File: src/rtl/core/rps_pkg.sv
package rps_pkg;

    // Scheduler sizing
    localparam int TASK_COUNT  = 32;
    localparam int IDLE_PRIO   = 31;
    localparam int LOWEST_PRIO = 31;
    localparam int NSLOTS      = 32;
    localparam int PRIO_W      = $clog2(NSLOTS);
    localparam int TICKS_W     = 16;

    typedef logic [PRIO_W-1:0]  t_prio;
    typedef logic [NSLOTS-1:0]  t_mask;
    typedef logic [TICKS_W-1:0] t_ticks;

    localparam t_prio LAST_P   = t_prio'(TASK_COUNT - 1);
    localparam t_prio IDLE_P   = t_prio'(IDLE_PRIO);
    localparam t_prio LOWEST_P = t_prio'(LOWEST_PRIO);

    // Operation codes
    typedef enum logic [2:0] {
        OP_CREATE    = 3'd0,
        OP_START     = 3'd1,
        OP_DELAY     = 3'd2,
        OP_TICK      = 3'd3,
        OP_IRQ_ENTER = 3'd4,
        OP_IRQ_EXIT  = 3'd5,
        OP_SCHEDULE  = 3'd6,
        OP_NOP       = 3'd7
    } t_opcode;

    // Result status codes
    typedef enum logic [1:0] {
        STS_OK          = 2'd0,
        STS_INVALID     = 2'd1,
        STS_EXISTS      = 2'd2,
        STS_NOT_RUNNING = 2'd3
    } t_status;

    // Result action codes
    typedef enum logic [1:0] {
        ACT_NONE   = 2'd0,
        ACT_START  = 2'd1,
        ACT_SWITCH = 2'd2
    } t_action;

    // Sequencer states
    typedef enum logic [2:0] {
        S_IDLE,
        S_EXEC,
        S_SCAN,
        S_TICK,
        S_TICK_END,
        S_DONE
    } t_state;

    // Sleep table access request
    typedef struct packed {
        logic   we;
        logic   clr;
        t_prio  waddr;
        t_ticks wdata;
        t_prio  raddr;
    } t_ram_req;

endpackage

File: src/rtl/core/rps_sleep_ram.sv
module rps_sleep_ram (
    input  logic                i_clk,
    input  logic                i_rst_n,
    input  rps_pkg::t_ram_req   i_req,
    output rps_pkg::t_ticks     o_rd_data
);

    rps_pkg::t_ticks r_mem [rps_pkg::NSLOTS];
    rps_pkg::t_ticks r_rd_data;
    rps_pkg::t_mask  r_valid;
    logic            r_rd_valid;

    // Storage with one write and one registered read port
    always_ff @(posedge i_clk) begin
        if (i_req.we) begin
            r_mem[i_req.waddr] <= i_req.wdata;
        end
        r_rd_data <= r_mem[i_req.raddr];
    end

    // Written flags: an entry never written (or cleared on create) reads as zero
    always_ff @(posedge i_clk) begin
        if (!i_rst_n) begin
            r_valid    <= '0;
            r_rd_valid <= 1'b0;
        end else begin
            if (i_req.we) begin
                r_valid[i_req.waddr] <= 1'b1;
            end else if (i_req.clr) begin
                r_valid[i_req.waddr] <= 1'b0;
            end
            r_rd_valid <= r_valid[i_req.raddr];
        end
    end

    assign o_rd_data = r_rd_valid ? r_rd_data : '0;

endmodule

File: src/rtl/core/rtos_priority_scheduler.sv
// Hardware ready-bitmap task scheduler.
// Input channel: i_valid / o_stall carry one operation (i_opcode, i_task_prio,
// i_delay_ticks, i_sched_locked); a transfer happens when i_valid is high and
// o_stall is low. Output channel: o_valid / i_stall carry exactly one result
// per operation (status, action and a snapshot of the scheduler state).
// One operation is in flight at a time; o_stall is high from the transfer
// until the result is loaded into the output register.
// A simple operation goes from S_EXEC straight to S_DONE; a ready scan runs
// S_SCAN before S_DONE, and a tick runs the S_TICK sweep and S_TICK_END. The
// next operation can be taken as soon as the result is loaded into the output
// register.
// The ready scan tests one priority bit per cycle, lowest number first, and
// stops at the first ready task; the tick sweeps the sleep table one entry
// per cycle through its one read port and one write port.
// A finished result may wait in the output register while the next operation
// is taken; if the receiver still stalls when that one finishes, the block
// holds it and keeps o_stall high.
// Reset (i_rst_n low, synchronous) leaves only the idle task created and
// ready, the scheduler not started, all counters at zero, o_valid low.
module rtos_priority_scheduler (
    input  logic        i_clk,
    input  logic        i_rst_n,
    input  logic        i_valid,
    output logic        o_stall,
    input  logic [2:0]  i_opcode,
    input  logic [7:0]  i_task_prio,
    input  logic [15:0] i_delay_ticks,
    input  logic        i_sched_locked,
    output logic        o_valid,
    input  logic        i_stall,
    output logic [1:0]  o_status,
    output logic [1:0]  o_action,
    output logic [4:0]  o_next_prio,
    output logic [4:0]  o_running_prio,
    output logic        o_switch_pending,
    output logic [7:0]  o_irq_depth,
    output logic [31:0] o_tick_total
);

    rps_pkg::t_state   r_state, n_state;
    rps_pkg::t_opcode  r_op, n_op;
    logic [7:0]        r_prio_in, n_prio_in;
    rps_pkg::t_ticks   r_ticks_in, n_ticks_in;
    logic              r_locked, n_locked;
    rps_pkg::t_mask    r_ready, n_ready;
    rps_pkg::t_mask    r_present, n_present;
    logic              r_started, n_started;
    rps_pkg::t_prio    r_cur, n_cur;
    rps_pkg::t_prio    r_high, n_high;
    logic [7:0]        r_nest, n_nest;
    logic              r_pending, n_pending;
    logic [31:0]       r_tick_count, n_tick_count;
    rps_pkg::t_prio    r_idx, n_idx;
    logic              r_scan_start, n_scan_start;
    logic              r_wb_go;
    rps_pkg::t_prio    r_wb_idx;
    rps_pkg::t_status  r_status, n_status;
    rps_pkg::t_action  r_action, n_action;

    logic              r_out_valid;
    rps_pkg::t_status  r_out_status;
    rps_pkg::t_action  r_out_action;
    rps_pkg::t_prio    r_out_next;
    rps_pkg::t_prio    r_out_run;
    logic              r_out_pending;
    logic [7:0]        r_out_depth;
    logic [31:0]       r_out_ticks;

    rps_pkg::t_ram_req w_req;
    rps_pkg::t_ticks   w_rd_data;
    logic              w_in_xfer;
    logic              w_out_load;
    logic              w_create_ok;
    logic              w_scan_hit;
    rps_pkg::t_prio    w_found;
    rps_pkg::t_prio    w_new_prio;

    rps_sleep_ram u_sleep_ram (
        .i_clk     (i_clk),
        .i_rst_n   (i_rst_n),
        .i_req     (w_req),
        .o_rd_data (w_rd_data)
    );

    // Shared decode
    assign w_new_prio  = r_prio_in[rps_pkg::PRIO_W-1:0];
    assign w_create_ok = (r_prio_in < 8'(rps_pkg::TASK_COUNT)) && !r_present[w_new_prio];
    assign w_scan_hit  = r_ready[r_idx] || (r_idx == rps_pkg::LAST_P);
    assign w_found     = r_ready[r_idx] ? r_idx : rps_pkg::IDLE_P;

    // Sequencer outputs
    always_comb begin
        o_stall    = (r_state != rps_pkg::S_IDLE);
        w_in_xfer  = i_valid && (r_state == rps_pkg::S_IDLE);
        w_out_load = (r_state == rps_pkg::S_DONE) && (!r_out_valid || !i_stall);
    end

    // Next state
    always_comb begin
        n_state = r_state;
        case (r_state)
            rps_pkg::S_IDLE: begin
                if (w_in_xfer) begin
                    n_state = rps_pkg::S_EXEC;
                end
            end
            rps_pkg::S_EXEC: begin
                case (r_op)
                    rps_pkg::OP_CREATE: begin
                        n_state = (w_create_ok && r_started) ? rps_pkg::S_SCAN
                                                             : rps_pkg::S_DONE;
                    end
                    rps_pkg::OP_START: begin
                        n_state = r_started ? rps_pkg::S_DONE : rps_pkg::S_SCAN;
                    end
                    rps_pkg::OP_DELAY: begin
                        n_state = ((r_ticks_in != '0) && r_started) ? rps_pkg::S_SCAN
                                                                   : rps_pkg::S_DONE;
                    end
                    rps_pkg::OP_TICK: begin
                        n_state = rps_pkg::S_TICK;
                    end
                    rps_pkg::OP_IRQ_EXIT: begin
                        n_state = (r_nest == 8'd1) ? rps_pkg::S_SCAN : rps_pkg::S_DONE;
                    end
                    rps_pkg::OP_SCHEDULE: begin
                        n_state = rps_pkg::S_SCAN;
                    end
                    default: begin
                        n_state = rps_pkg::S_DONE;
                    end
                endcase
            end
            rps_pkg::S_SCAN: begin
                if (w_scan_hit) begin
                    n_state = rps_pkg::S_DONE;
                end
            end
            rps_pkg::S_TICK: begin
                if (r_idx == rps_pkg::LAST_P) begin
                    n_state = rps_pkg::S_TICK_END;
                end
            end
            rps_pkg::S_TICK_END: begin
                n_state = rps_pkg::S_DONE;
            end
            rps_pkg::S_DONE: begin
                if (w_out_load) begin
                    n_state = rps_pkg::S_IDLE;
                end
            end
            default: begin
                n_state = rps_pkg::S_IDLE;
            end
        endcase
    end

    // Datapath next values
    always_comb begin
        n_op         = r_op;
        n_prio_in    = r_prio_in;
        n_ticks_in   = r_ticks_in;
        n_locked     = r_locked;
        n_ready      = r_ready;
        n_present    = r_present;
        n_started    = r_started;
        n_cur        = r_cur;
        n_high       = r_high;
        n_nest       = r_nest;
        n_pending    = r_pending;
        n_tick_count = r_tick_count;
        n_idx        = r_idx;
        n_scan_start = r_scan_start;
        n_status     = r_status;
        n_action     = r_action;
        w_req        = '0;
        w_req.raddr  = r_idx;

        // Tick write-back: decrement a present, nonzero entry; ready it on expiry
        if (r_wb_go && r_present[r_wb_idx] && (w_rd_data != '0)) begin
            w_req.we    = 1'b1;
            w_req.waddr = r_wb_idx;
            w_req.wdata = w_rd_data - rps_pkg::t_ticks'(1);
            if (w_rd_data == rps_pkg::t_ticks'(1)) begin
                n_ready[r_wb_idx] = 1'b1;
            end
        end

        case (r_state)
            rps_pkg::S_IDLE: begin
                if (w_in_xfer) begin
                    n_op       = rps_pkg::t_opcode'(i_opcode);
                    n_prio_in  = i_task_prio;
                    n_ticks_in = i_delay_ticks;
                    n_locked   = i_sched_locked;
                    n_status   = rps_pkg::STS_OK;
                    n_action   = rps_pkg::ACT_NONE;
                    n_idx      = '0;
                    n_scan_start = 1'b0;
                end
            end
            rps_pkg::S_EXEC: begin
                case (r_op)
                    rps_pkg::OP_CREATE: begin
                        if (r_prio_in >= 8'(rps_pkg::TASK_COUNT)) begin
                            n_status = rps_pkg::STS_INVALID;
                        end else if (r_present[w_new_prio]) begin
                            n_status = rps_pkg::STS_EXISTS;
                        end else begin
                            n_present[w_new_prio] = 1'b1;
                            n_ready[w_new_prio]   = 1'b1;
                            w_req.clr             = 1'b1;
                            w_req.waddr           = w_new_prio;
                            if (w_new_prio < r_high) begin
                                n_high = w_new_prio;
                            end
                        end
                    end
                    rps_pkg::OP_START: begin
                        if (!r_started) begin
                            n_started    = 1'b1;
                            n_scan_start = 1'b1;
                        end
                    end
                    rps_pkg::OP_DELAY: begin
                        if (r_ticks_in != '0) begin
                            if (!r_started) begin
                                n_status = rps_pkg::STS_NOT_RUNNING;
                            end else begin
                                w_req.we       = 1'b1;
                                w_req.waddr    = r_cur;
                                w_req.wdata    = r_ticks_in;
                                n_ready[r_cur] = 1'b0;
                            end
                        end
                    end
                    rps_pkg::OP_TICK: begin
                        n_tick_count = r_tick_count + 32'd1;
                    end
                    rps_pkg::OP_IRQ_ENTER: begin
                        if (r_nest != 8'hFF) begin
                            n_nest = r_nest + 8'd1;
                        end
                    end
                    rps_pkg::OP_IRQ_EXIT: begin
                        if (r_nest != 8'd0) begin
                            n_nest = r_nest - 8'd1;
                        end
                    end
                    rps_pkg::OP_SCHEDULE: begin
                        if (!r_started) begin
                            n_status = rps_pkg::STS_NOT_RUNNING;
                        end
                    end
                    default: begin
                    end
                endcase
            end
            // One priority bit per cycle; the first ready one wins
            rps_pkg::S_SCAN: begin
                n_idx = r_idx + rps_pkg::t_prio'(1);
                if (w_scan_hit) begin
                    n_high = w_found;
                    if (r_scan_start) begin
                        n_cur     = w_found;
                        n_pending = 1'b0;
                        n_action  = rps_pkg::ACT_START;
                    end else if (r_started && (w_found != r_cur)) begin
                        if ((r_nest == 8'd0) && !r_locked) begin
                            n_cur     = w_found;
                            n_pending = 1'b0;
                            n_action  = rps_pkg::ACT_SWITCH;
                        end else begin
                            n_pending = 1'b1;
                        end
                    end
                end
            end
            // Sweep issues one sleep-table read per cycle
            rps_pkg::S_TICK: begin
                n_idx = r_idx + rps_pkg::t_prio'(1);
            end
            default: begin
            end
        endcase
    end

    // Control and scheduler state
    always_ff @(posedge i_clk) begin
        if (!i_rst_n) begin
            r_state      <= rps_pkg::S_IDLE;
            r_ready      <= rps_pkg::t_mask'(1) << rps_pkg::IDLE_P;
            r_present    <= rps_pkg::t_mask'(1) << rps_pkg::IDLE_P;
            r_started    <= 1'b0;
            r_cur        <= rps_pkg::LOWEST_P;
            r_high       <= rps_pkg::IDLE_P;
            r_nest       <= 8'd0;
            r_pending    <= 1'b0;
            r_tick_count <= 32'd0;
            r_wb_go      <= 1'b0;
        end else begin
            r_state      <= n_state;
            r_ready      <= n_ready;
            r_present    <= n_present;
            r_started    <= n_started;
            r_cur        <= n_cur;
            r_high       <= n_high;
            r_nest       <= n_nest;
            r_pending    <= n_pending;
            r_tick_count <= n_tick_count;
            r_wb_go      <= (r_state == rps_pkg::S_TICK);
        end
    end

    // Operation payload and sequencer working registers
    always_ff @(posedge i_clk) begin
        r_op         <= n_op;
        r_prio_in    <= n_prio_in;
        r_ticks_in   <= n_ticks_in;
        r_locked     <= n_locked;
        r_idx        <= n_idx;
        r_scan_start <= n_scan_start;
        r_wb_idx     <= r_idx;
        r_status     <= n_status;
        r_action     <= n_action;
    end

    // Output register valid
    always_ff @(posedge i_clk) begin
        if (!i_rst_n) begin
            r_out_valid <= 1'b0;
        end else if (w_out_load) begin
            r_out_valid <= 1'b1;
        end else if (!i_stall) begin
            r_out_valid <= 1'b0;
        end
    end

    // Output register payload
    always_ff @(posedge i_clk) begin
        if (w_out_load) begin
            r_out_status  <= r_status;
            r_out_action  <= r_action;
            r_out_next    <= r_high;
            r_out_run     <= r_cur;
            r_out_pending <= r_pending;
            r_out_depth   <= r_nest;
            r_out_ticks   <= r_tick_count;
        end
    end

    assign o_valid          = r_out_valid;
    assign o_status         = r_out_status;
    assign o_action         = r_out_action;
    assign o_next_prio      = r_out_next;
    assign o_running_prio   = r_out_run;
    assign o_switch_pending = r_out_pending;
    assign o_irq_depth      = r_out_depth;
    assign o_tick_total     = r_out_ticks;

    // Once started, the running task always exists
    a_cur_present: assert property (@(posedge i_clk) disable iff (!i_rst_n)
        r_started |-> r_present[r_cur])
        else $error("running priority is not a created task");

    // Tick counter moves only when a tick operation executes
    a_tick_only: assert property (@(posedge i_clk) disable iff (!i_rst_n)
        ($past(i_rst_n) && (r_tick_count != $past(r_tick_count)))
        |-> ($past(r_state) == rps_pkg::S_EXEC && $past(r_op) == rps_pkg::OP_TICK))
        else $error("tick counter changed outside a tick");

    // Sleep-table write-back happens only inside the tick sweep
    a_wb_in_sweep: assert property (@(posedge i_clk) disable iff (!i_rst_n)
        r_wb_go |-> (r_state == rps_pkg::S_TICK || r_state == rps_pkg::S_TICK_END))
        else $error("tick write-back outside the sweep");

    // An issued switch leaves nothing pending
    a_switch_clears: assert property (@(posedge i_clk) disable iff (!i_rst_n)
        (r_out_valid && r_out_action == rps_pkg::ACT_SWITCH)
        |-> (!r_out_pending && r_out_run == r_out_next))
        else $error("switch reported with pending flag or stale running task");

endmodule
File: config.mk
export PLATFORM = sky130hd
export DESIGN_NAME = rtos_priority_scheduler
export DESIGN_NICKNAME = d
export VERILOG_FILES = /design/src/rtl/core/rps_pkg.sv /design/src/rtl/core/rps_sleep_ram.sv /design/src/rtl/core/rtos_priority_scheduler.sv
export SDC_FILE = /design/constraint.sdc
export NUM_CORES = 1
export LEC_CHECK = 0
export ABC_AREA = 0
export CORE_ASPECT_RATIO = 1.4
export CORE_MARGIN = 3
export CORE_UTILIZATION = 55
export CTS_CLUSTER_DIAMETER = 40
export DETAILED_ROUTE_END_ITERATION = 10
export DONT_BUFFER_PORTS = 1
export PLACE_DENSITY = 0.75
export SLEW_MARGIN = 5
export SYNTH_ARGS = -nofsm -noshare
export SYNTH_HDL_FRONTEND = slang
export SYNTH_SLANG_ARGS = --single-unit
export TNS_END_PERCENT = 30
File: constraint.sdc
create_clock -name i_clk -period 4.81 [get_ports i_clk]
set_input_delay 0 -clock i_clk [delete_from_list [all_inputs] [get_ports i_clk]]
set_output_delay 0 -clock i_clk [all_outputs]
set_load 0.03 [all_outputs]
==> flow_summary.ini <==
[worst_setup_path]
cp-start-kind = register
critPathKind = register to register
cp_data_required_time_ns = 5.31
worst_setup_path_end_kind = register
critical_path_arrival_ns = 4.79
path_max_fanout = 15

[placement]
portBuffers = 0
gp_congestion = 0.998
dpl.hpwl_um = 51100

[yosys]
ys_top_cells_by_count = edfxtp_1 (605), nor2_1 (188), mux4_2 (185)
synth_area_leaders = edfxtp_1 (57%), mux4_2 (13%), dfxtp_1 (11%)
synth_most_common_cell = edfxtp_1
synth_top_area_frac = 0.573
syn_nets = 1994
yosysWarnings = 0
synth_area_per_cell_um2 = 16.3
syn_area_um2 = 31700
synthFlopType = edfxtp_1
ys_seq_area_frac = 0.683
synth.distinct_cells = 84
async_reset_ff_frac = 0
syn_inst = 1949
yosysTopAreaCell = edfxtp_1
synth_edf_count = 605
yosys_register_bits = 780

[grt]
grt_pass1_wl_um = 121000
grt_overflow = 0
grt_max_degree = 97
grt_pass1_vias = 18807
antenna_found_initial = 0
track_usage = 0.268

[power_and_ir_drop]
finalPower_mw = 16.9
pwr_density_cell_nw_per_um2 = 467
leakage_nw = 13.3
worst_ir_drop_vdd_v = 0.000416

[clock_tree]
cts_buffers = 84
root_buffer = clkbuf_16
clk_path_buf_depth = 3
post_cts_buffers = 0
cts_hold_buffers = 44
clk_pin_slew_ns = 0.06
tritoncts = yes
cts_resized = 0
worstSkewPairLatency_ns = 0.64
htreeDepth = 3
clock_sinks = 780

[run_status]
outcome = completed

[layout]
fin_nets = 2094
seq_area_um2 = 21700
multiInputGateArea_um2 = 9670
antennaDiodeCount = 0
syn_to_final_growth_pct = 14.3
drive_gt1_frac = 0.235
fill_cells = 3877

[detailed_routing]
num_vias = 18373
drc = 0
wirelength_um = 80800
ant_nets = 0
vias_per_cell = 6.44
first_iter_violations = 1884
drt_pass1_iterations = 5
post_drt_wl_per_cell_um = 28.3

[floorplan]
core_area_um2 = 56700
die_h_um = 290
die_area_um2 = 60600
io_pins = 89
rows = 103
die_w_um = 209
start_util = 0.559

[timing]
fin_worst_skew_ns = 0.0371
hold_viol = 0
setup_viol = 0
tns_ns = 0
slew_headroom = 0.258
period_share = 0.892
worstMarginPinSlew_ns = 1.11
max_freq_mhz = 233
finalCriticalPeriod_ns = 4.29
rsz0062_at_grt = no
slew_violations = 0

[min_path]
hold_class = primary input to register

[job]
maxCapViolations = 0
report_power, final:
part,total [mW],switching (mW),internal [mW]
sequential,7.86,0.394,7.46
clock,6.41,2.71,3.70
combinational,2.66,1.56,1.09
total,16.9,4.67,12.3
per-layer routing:
layer / track usage / share of wire / vias up / wire (um)
li1: - / - / 7852 / -
met1: 0.327 / 0.35 / 9355 / 28500
met2: 0.466 / 0.53 / 955 / 42600
met3: 0.0466 / 0.069 / 211 / 5570
met4: 0.128 / 0.051 / 0 / 4150
met5: 0 / 0 / - / 0
final timing paths:
path                    end  slack, ns  cells past startpoint               from
max                r_cur[0]       0.52                     11           r_idx[0]
min          r_ticks_in[12]       0.01                      1  i_delay_ticks[12]
max reg2reg        r_cur[0]       0.52                     11           r_idx[0]
min reg2reg     o_action[1]       0.41                      0        r_action[1]
placed cells by master (no fill, tap or decap), types with 9 or more instances in the layout:
cell type / instances
dfxtp_1: 175
xor2_1: 27
nor2b_1: 19
o211ai_1: 25
o21ai_0: 28
ha_1: 13
mux4_2: 185
mux2_2: 18
a21oi_1: 80
nand2_1: 78
nand3_1: 30
inv_6: 9
nand2b_1: 12
dlygate4sd3_1: 44
buf_4: 80
nand4_1: 9
clkbuf_1: 16
and3_1: 15
clkbuf_16: 85
and2_1: 11
a21o_1: 10
o21a_1: 54
nor2_2: 31
mux2i_1: 32
nor2_1: 157
or3_1: 17
edfxtp_1: 605
inv_1: 24
xnor2_1: 19
nor3_1: 24
kinds of logic (layout without fill, tap and decap cells):
| kind of cell | Yosys count | after routing | share of synthesized area |
|---|---|---|---|
| compound gates | 288 | 288 | 0.0648 |
| xor+xnor | 46 | 46 | 0.0127 |
| fa+ha+maj | 13 | 13 | 0.00513 |
| buf+inv | 138 | 305 | 0.0184 |
| flops | 780 | 780 | 0.683 |
| mux | 236 | 236 | 0.148 |
| simple gates | 448 | 448 | 0.0676 |
critical path, cell delays in order (launching register included):
cell,delay [ns]
edfxtp_1,1.03
buf_4,0.29
mux2i_1,0.08
mux4_2,0.58
o22a_1,0.27
xnor2_1,0.14
o211ai_1,0.18
o41ai_2,0.14
a2111oi_4,0.57
mux2i_1,0.25
nand2_1,0.06
dlygate4sd3_1,0.56
state kept, by name (all words and copies together) (netlist names), 16 cells and up, named ones only:
register / cells
r_ready: 32
u_sleep_ram.r_mem: 512
u_sleep_ram.r_rd_data: 16
r_ticks_in: 16
o_tick_total: 32
r_present: 32
r_tick_count: 32
area by class of cell:
class | count | share of cell area
clock buffers | 101 | 0.0603
clock inverters | 52 | 0.0167
inverters | 25 | 0.00259
multi-input cells | 1031 | 0.267
flip-flops and latches | 780 | 0.598
well taps | 735 | 0.0254
repair buffers | 127 | 0.0306
through the flow:
| stage | utilization | hold slack, ns | std cells | instance area (um2) | setup WS, ns |
|---|---|---|---|---|---|
| 6_report | 0.639 | 0.0131 | 2851 | 36200 | 0.521 |
| 5_1_grt | 0.639 | 0.00237 | 2851 | 36200 | 0.286 |
| 4_1_cts | 0.639 | 0.000340 | 2850 | 36200 | 0.523 |
| 3_5_place_dp | 0.582 | 0.0841 | 2653 | 33000 | 0.710 |
| 3_3_place_gp | 0.582 | 0.0826 | 2653 | 33000 | 0.840 |
| 2_1_floorplan | - | 0.0989 | 1949 | 31700 | 0.787 |
Power figures use the tool's default switching activity.
